[config.mk]
export PLATFORM = sky130hd
export DESIGN_NAME = segmented_prime_sieve_counter
export DESIGN_NICKNAME = d
export VERILOG_FILES = /design/src/design/spsc_pkg.sv /design/src/design/segmented_prime_sieve_counter.sv /design/src/design/spsc_div.sv /design/src/design/spsc_dp.sv /design/src/design/spsc_ctrl.sv
export VERILOG_INCLUDE_DIRS = /design/src /design/src/design
export SDC_FILE = /design/constraint.sdc
export NUM_CORES = 2
export LEC_CHECK = 0
export BUFFER_PORTS_ARGS = -buffer_cell sky130_fd_sc_hd__buf_2
export CAP_MARGIN = 20
export CORE_UTILIZATION = 30
export CTS_CLUSTER_DIAMETER = 200
export DETAILED_ROUTE_END_ITERATION = 16
export SETUP_SLACK_MARGIN = 0.05
export SLEW_MARGIN = 20
export SYNTH_ARGS = -nofsm -noshare
export SYNTH_HDL_FRONTEND = slang
export SYNTH_SLANG_ARGS = --single-unit
[constraint.sdc]
create_clock -name clock -period 40.5 [get_ports clock]
set_input_delay 2.025 -clock clock [delete_from_list [all_inputs] [get_ports clock]]
set_output_delay 2.025 -clock clock [all_outputs]
set_load 0.05 [all_outputs]
[src/design/segmented_prime_sieve_counter_defines.svh]
// ----------------------------------------------------------------------------
// segmented prime sieve counter assertion macros
// shared concurrent assertion forms used by the design files
// ----------------------------------------------------------------------------
`ifndef SEGMENTED_PRIME_SIEVE_COUNTER_DEFINES_SVH
`define SEGMENTED_PRIME_SIEVE_COUNTER_DEFINES_SVH

// implication or plain property checked on every clock edge outside reset
`define SPSC_ASSERT(label, clk, rst, prop, msg) \
   label: assert property (@(posedge clk) disable iff (rst) prop) else $error(msg);

// condition that must never hold
`define SPSC_ASSERT_NEVER(label, clk, rst, cond, msg) \
   `SPSC_ASSERT(label, clk, rst, !(cond), msg)

`endif

[src/design/spsc_pkg.sv]
// ----------------------------------------------------------------------------
// spsc_pkg
// state type for the sieve controller; command and status types shared by the controller and datapath
// ----------------------------------------------------------------------------
`timescale 1ns / 1ps

package spsc_pkg;

   localparam int COUNT_WIDTH = 11;

   typedef enum logic [3:0] {
      ST_IDLE,
      ST_INIT,
      ST_P_CHECK,
      ST_REM_WAIT,
      ST_OFF_CHECK,
      ST_D_CHECK,
      ST_D_WAIT,
      ST_STRIKE,
      ST_P_NEXT,
      ST_COUNT,
      ST_COUNT_LAST,
      ST_FINISH
   } state_type;

   typedef struct packed {
      logic load;
      logic init_step;
      logic p_init;
      logic sel_d;
      logic div_lo;
      logic div_p;
      logic off_calc;
      logic d_init;
      logic d_next;
      logic strike;
      logic p_next;
      logic cnt_start;
      logic cnt_step;
      logic publish;
   } cmd_type;

   typedef struct packed {
      logic load_err;
      logic init_last;
      logic sq_ok;
      logic div_busy;
      logic rem_zero;
      logic off_lt_span;
      logic cnt_more;
      logic out_free;
   } status_type;

endpackage

[src/design/segmented_prime_sieve_counter.sv]
// ----------------------------------------------------------------------------
// segmented_prime_sieve_counter
// counts primes in a closed range with a segmented sieve, one request at a time
// an empty or oversized range skips to publish; otherwise a fill pass and a count pass over the span,
// plus a remainder step for each odd p with p*p <= high, a remainder step per trial
// divisor and one strike per multiple in the span for each sieving prime (remainder unit bound)
// requests: one at a time, the next is taken in idle once the result is published
// reset: synchronous, clears the sequencer, remainder unit and result valid; no map clear
// ----------------------------------------------------------------------------
`timescale 1ns / 1ps

module segmented_prime_sieve_counter #(
   parameter int SEGMENT_SIZE = 1024,
   parameter int VALUE_WIDTH  = 32
) (
   input  logic                             clock,
   input  logic                             reset,
   input  logic                             req_valid,
   output logic                             req_stall,
   input  logic [VALUE_WIDTH-1:0]           req_low_bound,
   input  logic [VALUE_WIDTH-1:0]           req_high_bound,
   output logic                             rsp_valid,
   input  logic                             rsp_stall,
   output logic [spsc_pkg::COUNT_WIDTH-1:0] rsp_prime_count,
   output logic                             rsp_range_error
);
   import spsc_pkg::*;

   `include "segmented_prime_sieve_counter_defines.svh"

   cmd_type    cmd;
   status_type status;

   spsc_ctrl u_ctrl (
      .clock     (clock),
      .reset     (reset),
      .req_valid (req_valid),
      .status    (status),
      .cmd       (cmd),
      .req_stall (req_stall)
   );

   spsc_dp #(
      .SEGMENT_SIZE (SEGMENT_SIZE),
      .VALUE_WIDTH  (VALUE_WIDTH)
   ) u_dp (
      .clock           (clock),
      .reset           (reset),
      .cmd             (cmd),
      .status          (status),
      .req_low_bound   (req_low_bound),
      .req_high_bound  (req_high_bound),
      .rsp_stall       (rsp_stall),
      .rsp_valid       (rsp_valid),
      .rsp_prime_count (rsp_prime_count),
      .rsp_range_error (rsp_range_error)
   );

   `SPSC_ASSERT(a_err_zero, clock, reset, (rsp_valid && rsp_range_error) |-> (rsp_prime_count == '0), "range error with nonzero count")
   `SPSC_ASSERT(a_busy_after_req, clock, reset, (req_valid && !req_stall) |=> req_stall, "request accepted but block not busy")
   `SPSC_ASSERT_NEVER(a_div_idle, clock, reset, status.div_busy && !req_stall, "remainder unit busy while idle")

endmodule

[src/design/spsc_div.sv]
// ----------------------------------------------------------------------------
// spsc_div
// restoring remainder unit, one dividend bit per cycle
// ----------------------------------------------------------------------------
`timescale 1ns / 1ps

module spsc_div #(
   parameter int DW = 32,
   parameter int SW = 17
) (
   input  logic          clock,
   input  logic          reset,
   input  logic          start,
   input  logic [DW-1:0] dividend,
   input  logic [SW-1:0] divisor,
   output logic          busy,
   output logic [SW-1:0] remainder
);
   localparam int CNW = $clog2(DW + 1);

   logic           busy_ff, busy_in;
   logic [CNW-1:0] cnt_ff, cnt_in;
   logic [DW-1:0]  quo_ff, quo_in;
   logic [SW-1:0]  rem_ff, rem_in;
   logic [SW-1:0]  dsr_ff, dsr_in;
   logic [SW:0]    trial;

   always_comb begin
      busy_in = busy_ff;
      cnt_in  = cnt_ff;
      quo_in  = quo_ff;
      rem_in  = rem_ff;
      dsr_in  = dsr_ff;
      trial   = {rem_ff, quo_ff[DW-1]};
      if (start) begin
         busy_in = 1'b1;
         cnt_in  = CNW'(DW);
         quo_in  = dividend;
         rem_in  = '0;
         dsr_in  = divisor;
      end else if (busy_ff) begin
         if (trial >= {1'b0, dsr_ff}) begin
            rem_in = trial[SW-1:0] - dsr_ff;
         end else begin
            rem_in = trial[SW-1:0];
         end
         quo_in = {quo_ff[DW-2:0], 1'b0};
         cnt_in = cnt_ff - 1'b1;
         if (cnt_ff == CNW'(1)) begin
            busy_in = 1'b0;
         end
      end
   end

   always_ff @(posedge clock) begin
      if (reset) begin
         busy_ff <= 1'b0;
         cnt_ff  <= '0;
      end else begin
         busy_ff <= busy_in;
         cnt_ff  <= cnt_in;
      end
      quo_ff <= quo_in;
      rem_ff <= rem_in;
      dsr_ff <= dsr_in;
   end

   assign busy      = busy_ff;
   assign remainder = rem_ff;

endmodule

[src/design/spsc_dp.sv]
// ----------------------------------------------------------------------------
// spsc_dp
// sieve datapath: bounds, candidate bitmap, squarer, remainder unit, tally
// ----------------------------------------------------------------------------
`timescale 1ns / 1ps

module spsc_dp #(
   parameter int SEGMENT_SIZE = 1024,
   parameter int VALUE_WIDTH  = 32
) (
   input  logic                               clock,
   input  logic                               reset,
   input  spsc_pkg::cmd_type                  cmd,
   output spsc_pkg::status_type               status,
   input  logic [VALUE_WIDTH-1:0]             req_low_bound,
   input  logic [VALUE_WIDTH-1:0]             req_high_bound,
   input  logic                               rsp_stall,
   output logic                               rsp_valid,
   output logic [spsc_pkg::COUNT_WIDTH-1:0]   rsp_prime_count,
   output logic                               rsp_range_error
);
   import spsc_pkg::*;

   localparam int VW = VALUE_WIDTH;
   localparam int AW = $clog2(SEGMENT_SIZE);
   localparam int CW = $clog2(SEGMENT_SIZE + 1);
   localparam int PW = (VW + 1) / 2 + 1;
   localparam int OW = ((PW > CW) ? PW : CW) + 1;
   localparam int WW = ((VW > CW) ? VW : CW) + 1;
   localparam int XW = ((VW > OW) ? VW : OW) + 1;
   localparam int MW = 2 * PW;

   logic                   map_mem [SEGMENT_SIZE];
   logic [VW-1:0]          lo_ff, hi_ff;
   logic                   err_ff;
   logic [CW-1:0]          span_ff, idx_ff;
   logic [PW-1:0]          p_ff, d_ff;
   logic [OW-1:0]          off_ff;
   logic [COUNT_WIDTH-1:0] tally_ff;
   logic                   rd_bit_ff, rd_valid_ff;
   logic                   rsp_valid_ff;
   logic [COUNT_WIDTH-1:0] rsp_count_ff;
   logic                   rsp_err_ff;

   logic [WW-1:0] diff_w, val_w;
   logic          load_err, cand_bit;
   logic [PW-1:0] sq_op, rem;
   logic [MW-1:0] sq_prod, sq_target;
   logic [XW-1:0] hit_w;
   logic          strike_we, map_we, map_wd, div_busy;
   logic [AW-1:0] map_wa;
   logic [VW-1:0] div_dividend;
   logic [PW-1:0] div_divisor;

   assign diff_w   = WW'(req_high_bound) - WW'(req_low_bound);
   assign load_err = (req_high_bound < req_low_bound) || (diff_w >= WW'(SEGMENT_SIZE));

   // value of the bitmap slot being filled
   assign val_w    = WW'(lo_ff) + WW'(idx_ff);
   assign cand_bit = (val_w == WW'(2)) || ((val_w >= WW'(3)) && val_w[0]);

   assign sq_op     = cmd.sel_d ? d_ff : p_ff;
   assign sq_prod   = MW'(sq_op) * MW'(sq_op);
   assign sq_target = cmd.sel_d ? MW'(p_ff) : MW'(hi_ff);

   // the sieving prime itself is never struck
   assign hit_w     = XW'(lo_ff) + XW'(off_ff);
   assign strike_we = cmd.strike && (hit_w != XW'(p_ff));

   assign map_we = cmd.init_step || strike_we;
   assign map_wd = cmd.init_step ? cand_bit : 1'b0;
   assign map_wa = cmd.init_step ? idx_ff[AW-1:0] : off_ff[AW-1:0];

   assign div_dividend = cmd.div_p ? VW'(p_ff) : lo_ff;
   assign div_divisor  = cmd.div_p ? d_ff : p_ff;

   spsc_div #(
      .DW (VW),
      .SW (PW)
   ) u_div (
      .clock     (clock),
      .reset     (reset),
      .start     (cmd.div_lo || cmd.div_p),
      .dividend  (div_dividend),
      .divisor   (div_divisor),
      .busy      (div_busy),
      .remainder (rem)
   );

   always_ff @(posedge clock) begin
      if (map_we) begin
         map_mem[map_wa] <= map_wd;
      end
      rd_bit_ff <= map_mem[idx_ff[AW-1:0]];
   end

   always_ff @(posedge clock) begin
      if (cmd.load) begin
         lo_ff   <= req_low_bound;
         hi_ff   <= req_high_bound;
         err_ff  <= load_err;
         span_ff <= diff_w[CW-1:0] + CW'(1);
      end
      if (cmd.load || cmd.cnt_start) begin
         idx_ff <= '0;
      end else if (cmd.init_step || cmd.cnt_step) begin
         idx_ff <= idx_ff + CW'(1);
      end
      if (cmd.p_init) begin
         p_ff <= PW'(3);
      end else if (cmd.p_next) begin
         p_ff <= p_ff + PW'(2);
      end
      if (cmd.d_init) begin
         d_ff <= PW'(3);
      end else if (cmd.d_next) begin
         d_ff <= d_ff + PW'(2);
      end
      if (cmd.off_calc) begin
         off_ff <= (rem == '0) ? '0 : OW'(p_ff - rem);
      end else if (cmd.strike) begin
         off_ff <= off_ff + OW'(p_ff);
      end
      if (cmd.publish) begin
         rsp_count_ff <= err_ff ? '0 : tally_ff;
         rsp_err_ff   <= err_ff;
      end
   end

   always_ff @(posedge clock) begin
      if (reset) begin
         tally_ff     <= '0;
         rd_valid_ff  <= 1'b0;
         rsp_valid_ff <= 1'b0;
      end else begin
         rd_valid_ff <= cmd.cnt_step;
         if (cmd.cnt_start) begin
            tally_ff <= '0;
         end else if (rd_valid_ff && rd_bit_ff) begin
            tally_ff <= tally_ff + COUNT_WIDTH'(1);
         end
         if (cmd.publish) begin
            rsp_valid_ff <= 1'b1;
         end else if (!rsp_stall) begin
            rsp_valid_ff <= 1'b0;
         end
      end
   end

   always_comb begin
      status.load_err    = load_err;
      status.init_last   = (idx_ff == span_ff - CW'(1));
      status.sq_ok       = (sq_prod <= sq_target);
      status.div_busy    = div_busy;
      status.rem_zero    = (rem == '0);
      status.off_lt_span = (off_ff < OW'(span_ff));
      status.cnt_more    = (idx_ff != span_ff);
      status.out_free    = !rsp_valid_ff || !rsp_stall;
   end

   assign rsp_valid       = rsp_valid_ff;
   assign rsp_prime_count = rsp_count_ff;
   assign rsp_range_error = rsp_err_ff;

endmodule

[src/design/spsc_ctrl.sv]
// ----------------------------------------------------------------------------
// spsc_ctrl
// sequencer for fill, sieving-prime search, strike and count passes
// ----------------------------------------------------------------------------
`timescale 1ns / 1ps

module spsc_ctrl (
   input  logic                 clock,
   input  logic                 reset,
   input  logic                 req_valid,
   input  spsc_pkg::status_type status,
   output spsc_pkg::cmd_type    cmd,
   output logic                 req_stall
);
   import spsc_pkg::*;

   state_type state_ff, state_in;

   always_ff @(posedge clock) begin
      if (reset) begin
         state_ff <= ST_IDLE;
      end else begin
         state_ff <= state_in;
      end
   end

   always_comb begin
      state_in  = state_ff;
      cmd       = '0;
      req_stall = (state_ff != ST_IDLE);
      case (state_ff)
         ST_IDLE: begin
            if (req_valid) begin
               cmd.load = 1'b1;
               state_in = status.load_err ? ST_FINISH : ST_INIT;
            end
         end
         ST_INIT: begin
            cmd.init_step = 1'b1;
            if (status.init_last) begin
               cmd.p_init = 1'b1;
               state_in   = ST_P_CHECK;
            end
         end
         ST_P_CHECK: begin
            if (status.sq_ok) begin
               cmd.div_lo = 1'b1;
               state_in   = ST_REM_WAIT;
            end else begin
               cmd.cnt_start = 1'b1;
               state_in      = ST_COUNT;
            end
         end
         ST_REM_WAIT: begin
            if (!status.div_busy) begin
               cmd.off_calc = 1'b1;
               state_in     = ST_OFF_CHECK;
            end
         end
         ST_OFF_CHECK: begin
            if (status.off_lt_span) begin
               cmd.d_init = 1'b1;
               state_in   = ST_D_CHECK;
            end else begin
               state_in = ST_P_NEXT;
            end
         end
         ST_D_CHECK: begin
            cmd.sel_d = 1'b1;
            if (status.sq_ok) begin
               cmd.div_p = 1'b1;
               state_in  = ST_D_WAIT;
            end else begin
               state_in = ST_STRIKE;
            end
         end
         ST_D_WAIT: begin
            if (!status.div_busy) begin
               if (status.rem_zero) begin
                  state_in = ST_P_NEXT;
               end else begin
                  cmd.d_next = 1'b1;
                  state_in   = ST_D_CHECK;
               end
            end
         end
         ST_STRIKE: begin
            if (status.off_lt_span) begin
               cmd.strike = 1'b1;
            end else begin
               state_in = ST_P_NEXT;
            end
         end
         ST_P_NEXT: begin
            cmd.p_next = 1'b1;
            state_in   = ST_P_CHECK;
         end
         ST_COUNT: begin
            if (status.cnt_more) begin
               cmd.cnt_step = 1'b1;
            end else begin
               state_in = ST_COUNT_LAST;
            end
         end
         ST_COUNT_LAST: begin
            state_in = ST_FINISH;
         end
         ST_FINISH: begin
            if (status.out_free) begin
               cmd.publish = 1'b1;
               state_in    = ST_IDLE;
            end
         end
         default: begin
            state_in = ST_IDLE;
         end
      endcase
   end

endmodule

* After elaboration in Yosys (flattened, before gate mapping) *
Memory sizes are Yosys's and may differ from the RTL's. A register that Yosys moved wholly into a read port is not among the register bits.
Cells that the tools add are included.

storage, ports and cells
  register bits = 241
  bits in writable memories = 1024
  input port bits = 68
  output and inout bits = 14
  logic and storage cells = 142
  memories kept = 1

memory list
  memory        words  bits a word  rd ports  clocked after Yosys merged registers in  write ports  line           source
  u_dp.map_mem  1024   1            1         1                                        1            spsc_dp.sv:33  logic map_mem [SEGMENT_SIZE];

operators by class
  add/sub/neg operators = 13
  multiply operators = 1
  order comparisons = 6
  equal/unequal tests = 24
  muxes and demuxes = 57
  reductions and logical operators = 20

operator list
  cell                                                    count
  two-way mux 32 bit                                      4
  two-way mux 18 bit                                      3
  two-way mux 17 bit                                      3
  one-hot mux 4 bit (12 select lines)                     1
  two-way mux 4 bit                                       11
  adder 17 x 2 -> 17 bit (second input constant)          2
  <= comparator 34 bit                                    1
  multiplier 17 x 17 -> 34 bit                            1
  adder 11 x 1 -> 11 bit (second input constant)          3
  adder 32 x 11 -> 33 bit                                 1
  adder 32 x 18 -> 33 bit                                 1
  == test 33 x 2 -> 1 bit (second input constant)         1
  >= comparator 33 x 11 -> 1 bit (second input constant)  1
  >= comparator 33 x 2 -> 1 bit (second input constant)   1
  inequality test 33 x 17 -> 1 bit                        1
  subtractor 32 x 32 -> 33 bit                            1
  less-than comparator 32 bit                             1
  two-way mux 1 bit                                       31
  adder 18 x 17 -> 18 bit                                 1
  >= comparator 18 x 17 -> 1 bit                          1
  less-than comparator 18 x 11 -> 1 bit                   1
  subtractor 17 x 17 -> 18 bit                            1
  zero test 17 bit                                        1
  subtractor 17 bit                                       1
  22 further kinds                                        47

* Logic depth before layout (Yosys ltp) *
  depth after elaboration = 9
  depth in mapped cells = 46
  depth with buffers taken out = 40

* By module *
Synthesis repeated with hierarchy kept, for this count alone.

unflattened totals
  cell total of the unflattened synthesis = 5902
  area, all modules = 71148.2 um^2

by module, submodules not included
  module     instances  cells each  area each (um^2)  seq. area each (um^2)
  spsc_dp    1          5468        66608.9           35073.6
  spsc_div   1          355         3980.1            1951.9
  spsc_ctrl  1          79          559.3             80.1

* Worst setup path after synthesis *
No wires, ideal clock.

  path type = flip-flop to flip-flop
  from = register u_dp.lo_ff[0]
  to = memory u_dp.map_mem[0], data pin
  library setup time = 5926 ps
  data arrival time = 31454 ps
  required time = 34574 ps
  setup slack = 3120 ps
  stages on the path, launching flop included = 13
  path through = edfxtp_1 -> ha_1 -> fa_1 -> a21o_1 -> a2111oi_0 -> o211ai_1 -> nand3_1 -> or2_2 -> mux2_2 -> o22ai_1 -> nand4_1 -> nor3_1 -> mux2i_1

on the way
  longest elaborated chain between the ends = 5
  elaborated cells between the ends (all ways) = 6
  those cells by class = add/sub: 1; order compare: 1; eq/ne: 1; mux: 1; reduce/logical: 2

ends and longest elaborated chain
  element                        line           source
  start, declared                spsc_dp.sv:34  logic [VW-1:0] lo_ff, hi_ff;
  start signal, assigned         spsc_dp.sv:99  lo_ff <= req_low_bound;
  adder 32 x 11 -> 33 bit *      spsc_dp.sv:59  assign val_w = WW'(lo_ff) + WW'(idx_ff);
  >= comparator 33 x 2 -> 1 bit  spsc_dp.sv:60  assign cand_bit = (val_w == WW'(2)) || ((val_w >= WW'(3)) && val_w[0]);
  logical AND 1 bit              spsc_dp.sv:60
  logical OR 1 bit *             spsc_dp.sv:60
  two-way mux 1 bit *            spsc_dp.sv:71  assign map_wd = cmd.init_step ? cand_bit : 1'b0;
  net u_dp.map_wd                spsc_dp.sv:50  logic strike_we, map_we, map_wd, div_busy;
  end, declared                  spsc_dp.sv:33

The timed path passes the listed nets; every way through them passes the cells marked *.

* Final worst setup path *
  from = register u_ctrl.state_ff[1]
  to = register u_dp.u_div.dsr_ff[2], enable pin

on the way
  longest elaborated chain between the ends = 8
  elaborated cells between the ends (all ways) = 11
  those cells by class = mul: 1; order compare: 1; eq/ne: 2; mux: 6; reduce/logical: 1

ends and longest elaborated chain
  element                       line                              source
  start, declared               spsc_ctrl.sv:17                   state_type state_ff, state_in;
  start signal, assigned        spsc_ctrl.sv:23                   state_ff <= state_in;
  == test 4 x 3 -> 1 bit        spsc_ctrl.sv:31                   case (state_ff)
  two-way mux 1 bit             spsc_ctrl.sv:31
  two-way mux 17 bit            spsc_dp.sv:62                     assign sq_op = cmd.sel_d ? d_ff : p_ff;
  multiplier 17 x 17 -> 34 bit  spsc_dp.sv:63                     assign sq_prod = MW'(sq_op) * MW'(sq_op);
  <= comparator 34 bit          spsc_dp.sv:153                    status.sq_ok = (sq_prod <= sq_target);
  two-way mux 1 bit             spsc_ctrl.sv:46, spsc_ctrl.sv:70
  two-way mux 1 bit             spsc_ctrl.sv:31
  logical OR 1 bit *            spsc_dp.sv:83                     .start (cmd.div_lo || cmd.div_p),
  end signal, assigned          spsc_div.sv:65                    dsr_ff <= dsr_in;
  end, declared                 spsc_div.sv:25                    logic [SW-1:0] dsr_ff, dsr_in;

Every way passes the cells marked *; elsewhere a longest branch is shown, timed or not.
A chain may end at the register's enable or synchronous reset.

==> results.py <==
metrics = {
    "status": {
        "outcome": "finished, final reports clean",
    },
    "drt": {
        "drcViolationCount": 0,
        "vias": 51000,
        "routed_wl_mm": 214,
        "via_per_inst": 5.46,
        "wl_per_cell_um": 22.8,
        "drtIter0Drc": 5645,
        "drtAntennaViolNets": 0,
        "drt_first_pass_iters": 6,
    },
    "cells_and_area": {
        "drive_gt1_share_pct": 13.4,
        "nNetsFinal": 6566,
        "syn_to_final_growth_pct": 11.2,
        "mostFrequentLayoutCell": "edfxtp_1",
        "mostFrequentLayoutCells": "edfxtp_1 (1178), a21oi_1 (1169), nand2_1 (586), inv_1 (390), mux4_2 (336)",
    },
    "job": {
        "cap_violations": 0,
    },
    "global_routing": {
        "grt_antenna_before_repair": 23,
        "grt_pass1_vias": 49800,
        "grt_pass1_wl_mm": 320,
        "grt_use_total_pct": 17.1,
        "grt_start_max_net_pins": 302,
        "grt.overflow.total": 0,
    },
    "clock_network": {
        "cts_hold_buf": 0,
        "clk_pin_slew_ns": 0.06,
        "cts_buffers": 139,
        "cts.htree.levels": 4,
        "ctsResizeCount": 0,
        "clk-insertion-delay-late_ns": 0.78,
        "clk_path_buf_depth": 3,
        "tritoncts": "built",
        "root_buffer": "clkbuf_16",
        "clock_sinks": 1263,
        "postCtsSetupRepairBufs": 0,
    },
    "placed_design": {
        "routabilityCongestion": 0.879,
        "port_buffers": 81,
        "dp_hpwl_mm": 140,
    },
    "setup_path": {
        "arrival_ns": 12.92,
        "critPathSlowestCell": "mux2i_1",
        "reg2reg_setup_slack_ns": 27.94,
        "cpMostUsedCell": "fa_1",
        "slowest_delay_ns": 0.87,
        "cp_top_family": "adder cells",
        "critPathKind": "flop to flop",
        "endpoint_kind": "flop",
        "crit_fanout": 64,
        "crit_buf_inv": 7,
        "worstSetupStartpointType": "flop",
        "crit_required_ns": 40.86,
    },
    "timing": {
        "finalSetupViolations": 0,
        "max_freq_mhz": 79.6,
        "drv_slew": 0,
        "rsz0062_at_grt": "no",
        "tns_ns": 0,
        "hold_viol": 0,
        "worst_pin_slew_ns": 1.29,
        "final.setup_skew_ns": 0.0602,
        "relSlewSlack_pct": 14.2,
        "finalCritPeriodShare_pct": 31.0,
        "fin_crit_ns": 12.56,
    },
    "synthesis": {
        "seq_area_frac_synth_pct": 50.8,
        "netlist_area_um2": 73000,
        "synth-edff-count": 1178,
        "synth.distinct_cells": 87,
        "syn-instance-count": 6156,
        "ys.warnings.count": 0,
        "synth.avg_cell_area_um2": 11.9,
        "synthArstFlopShare_pct": 0,
        "synth.net_count": 6681,
        "synth-seq-cells": 1263,
        "synth_top_flop_cell": "edfxtp_1",
    },
    "power_and_ir_drop": {
        "power.density_nw_per_um2": 52.9,
        "leakagePower_nw": 27.5,
        "peakVddDrop_mv": 0.0491,
        "p_total_mw": 4.30,
    },
    "die": {
        "floorplan.core_area_um2": 241000,
        "rows": 180,
        "die_area_um2": 245000,
        "die_h_um": 495,
        "start_util_pct": 30.3,
        "num_io_pins": 82,
        "die_w_um": 495,
    },
    "hold_path": {
        "holdCritPathClass": "flop to flop",
    },
}
## worst register-to-register path, delay by kind of cell (launching register included)
kind	cells	cell delay (ns)
AOI/OAI and AO/OA	7	1.63
xor gates and xnor gates	1	0.09
adders and majority gates	8	3.68
buffers and inverters	7	2.20
DFF	1	0.75
muxes	1	0.92
and+or+nand+nor	10	2.88
## metal layers
metal,global-route usage (%),up-vias,part of all wire (%)
met5,0,-,0.027
met1,22.8,25800,42
li1,-,22700,-
met3,3.22,383,7.4
met2,27.3,2075,47
met4,6.79,8,3.9
## path summary, 6_finish.rpt
kind                                startpoint                                end  cells past startpoint
max reg2reg    u_ctrl.state_ff[1]$_SDFFE_PP0P_     u_dp.u_div.dsr_ff[2]$_DFFE_PN_                     34
min          u_dp.u_div.cnt_ff[1]$_SDFFE_PP0P_  u_dp.u_div.cnt_ff[1]$_SDFFE_PP0P_                      2
max            u_ctrl.state_ff[1]$_SDFFE_PP0P_     u_dp.u_div.dsr_ff[2]$_DFFE_PN_                     34
min reg2reg  u_dp.u_div.cnt_ff[1]$_SDFFE_PP0P_  u_dp.u_div.cnt_ff[1]$_SDFFE_PP0P_                      2
## power by group
part | internal, mW | switching [mW]
registers | 1.59 | 0.0979
logic | 0.534 | 0.827
clock network | 0.696 | 0.547
total | 2.82 | 1.47
## cells by family (layout without fill, tap and decap cells)
group	count (synthesis)	count (layout)	share of synthesized area (%)
compound gates	1652	1652	12.7
xor+xnor	189	189	2.27
fa+ha+maj	457	457	9.84
buf+inv	841	834	4.67
flops	1263	1263	50.8
mux	420	420	11.5
other cells	0	13	0
simple gates	1334	1334	8.19
## per-stage QoR
stage / hold WS (ns) / util, % / instance area [µm²] / cells / setup WS [ns]
floorplan: 0.449 / - / 73000 / 6156 / 3.12
global placement: 0.486 / 31.8 / 76700 / 9083 / 27.97
detailed placement: 0.488 / 31.8 / 76700 / 9084 / 27.64
CTS: 0.498 / 33.6 / 81100 / 9333 / 27.56
global route: 0.518 / 33.7 / 81200 / 9343 / 27.07
finish: 0.495 / 33.7 / 81200 / 9347 / 27.94
## Yosys cell counts, types with 85 or more instances
cell,instances,area share (%)
a21oi_1,1169,8.0
mux4_2,336,10
nand3_1,91,0.62
inv_1,391,2.0
edfxtp_1,1178,48
xor2_1,87,1.0
fa_1,196,5.4
ha_1,261,4.5
o21ai_0,135,0.93
nand2_1,588,3.0
clkbuf_1,278,1.4
dfxtp_1,85,2.3
nor2_1,313,1.6
xnor2_1,102,1.2
## registers in the layout (all words and copies together), names as in the netlist, 6 cells and up
name and flops:
u_dp.u_div.quo_ff 32, u_dp.p_ff 16, u_dp.map_mem 1024, u_dp.tally_ff 11
u_dp.lo_ff 32, u_dp.span_ff 11, u_dp.off_ff 18, u_dp.idx_ff 11
u_dp.u_div.dsr_ff 16, u_dp.u_div.remainder 17, u_dp.hi_ff 32, u_dp.d_ff 16
u_dp.rsp_prime_count 11, u_dp.u_div.cnt_ff 6
## cell type report
type,instances,area (µm²)
fill,23700,160000
sequential,1263,37100
multi-input combinational,4052,32800
tap,3185,3990
clock buffer,174,3670
inverter,399,1500
timing repair buffer,186,1350
clock inverter,75,729
antenna,13,32.5
(Power assumes the default switching activity.)
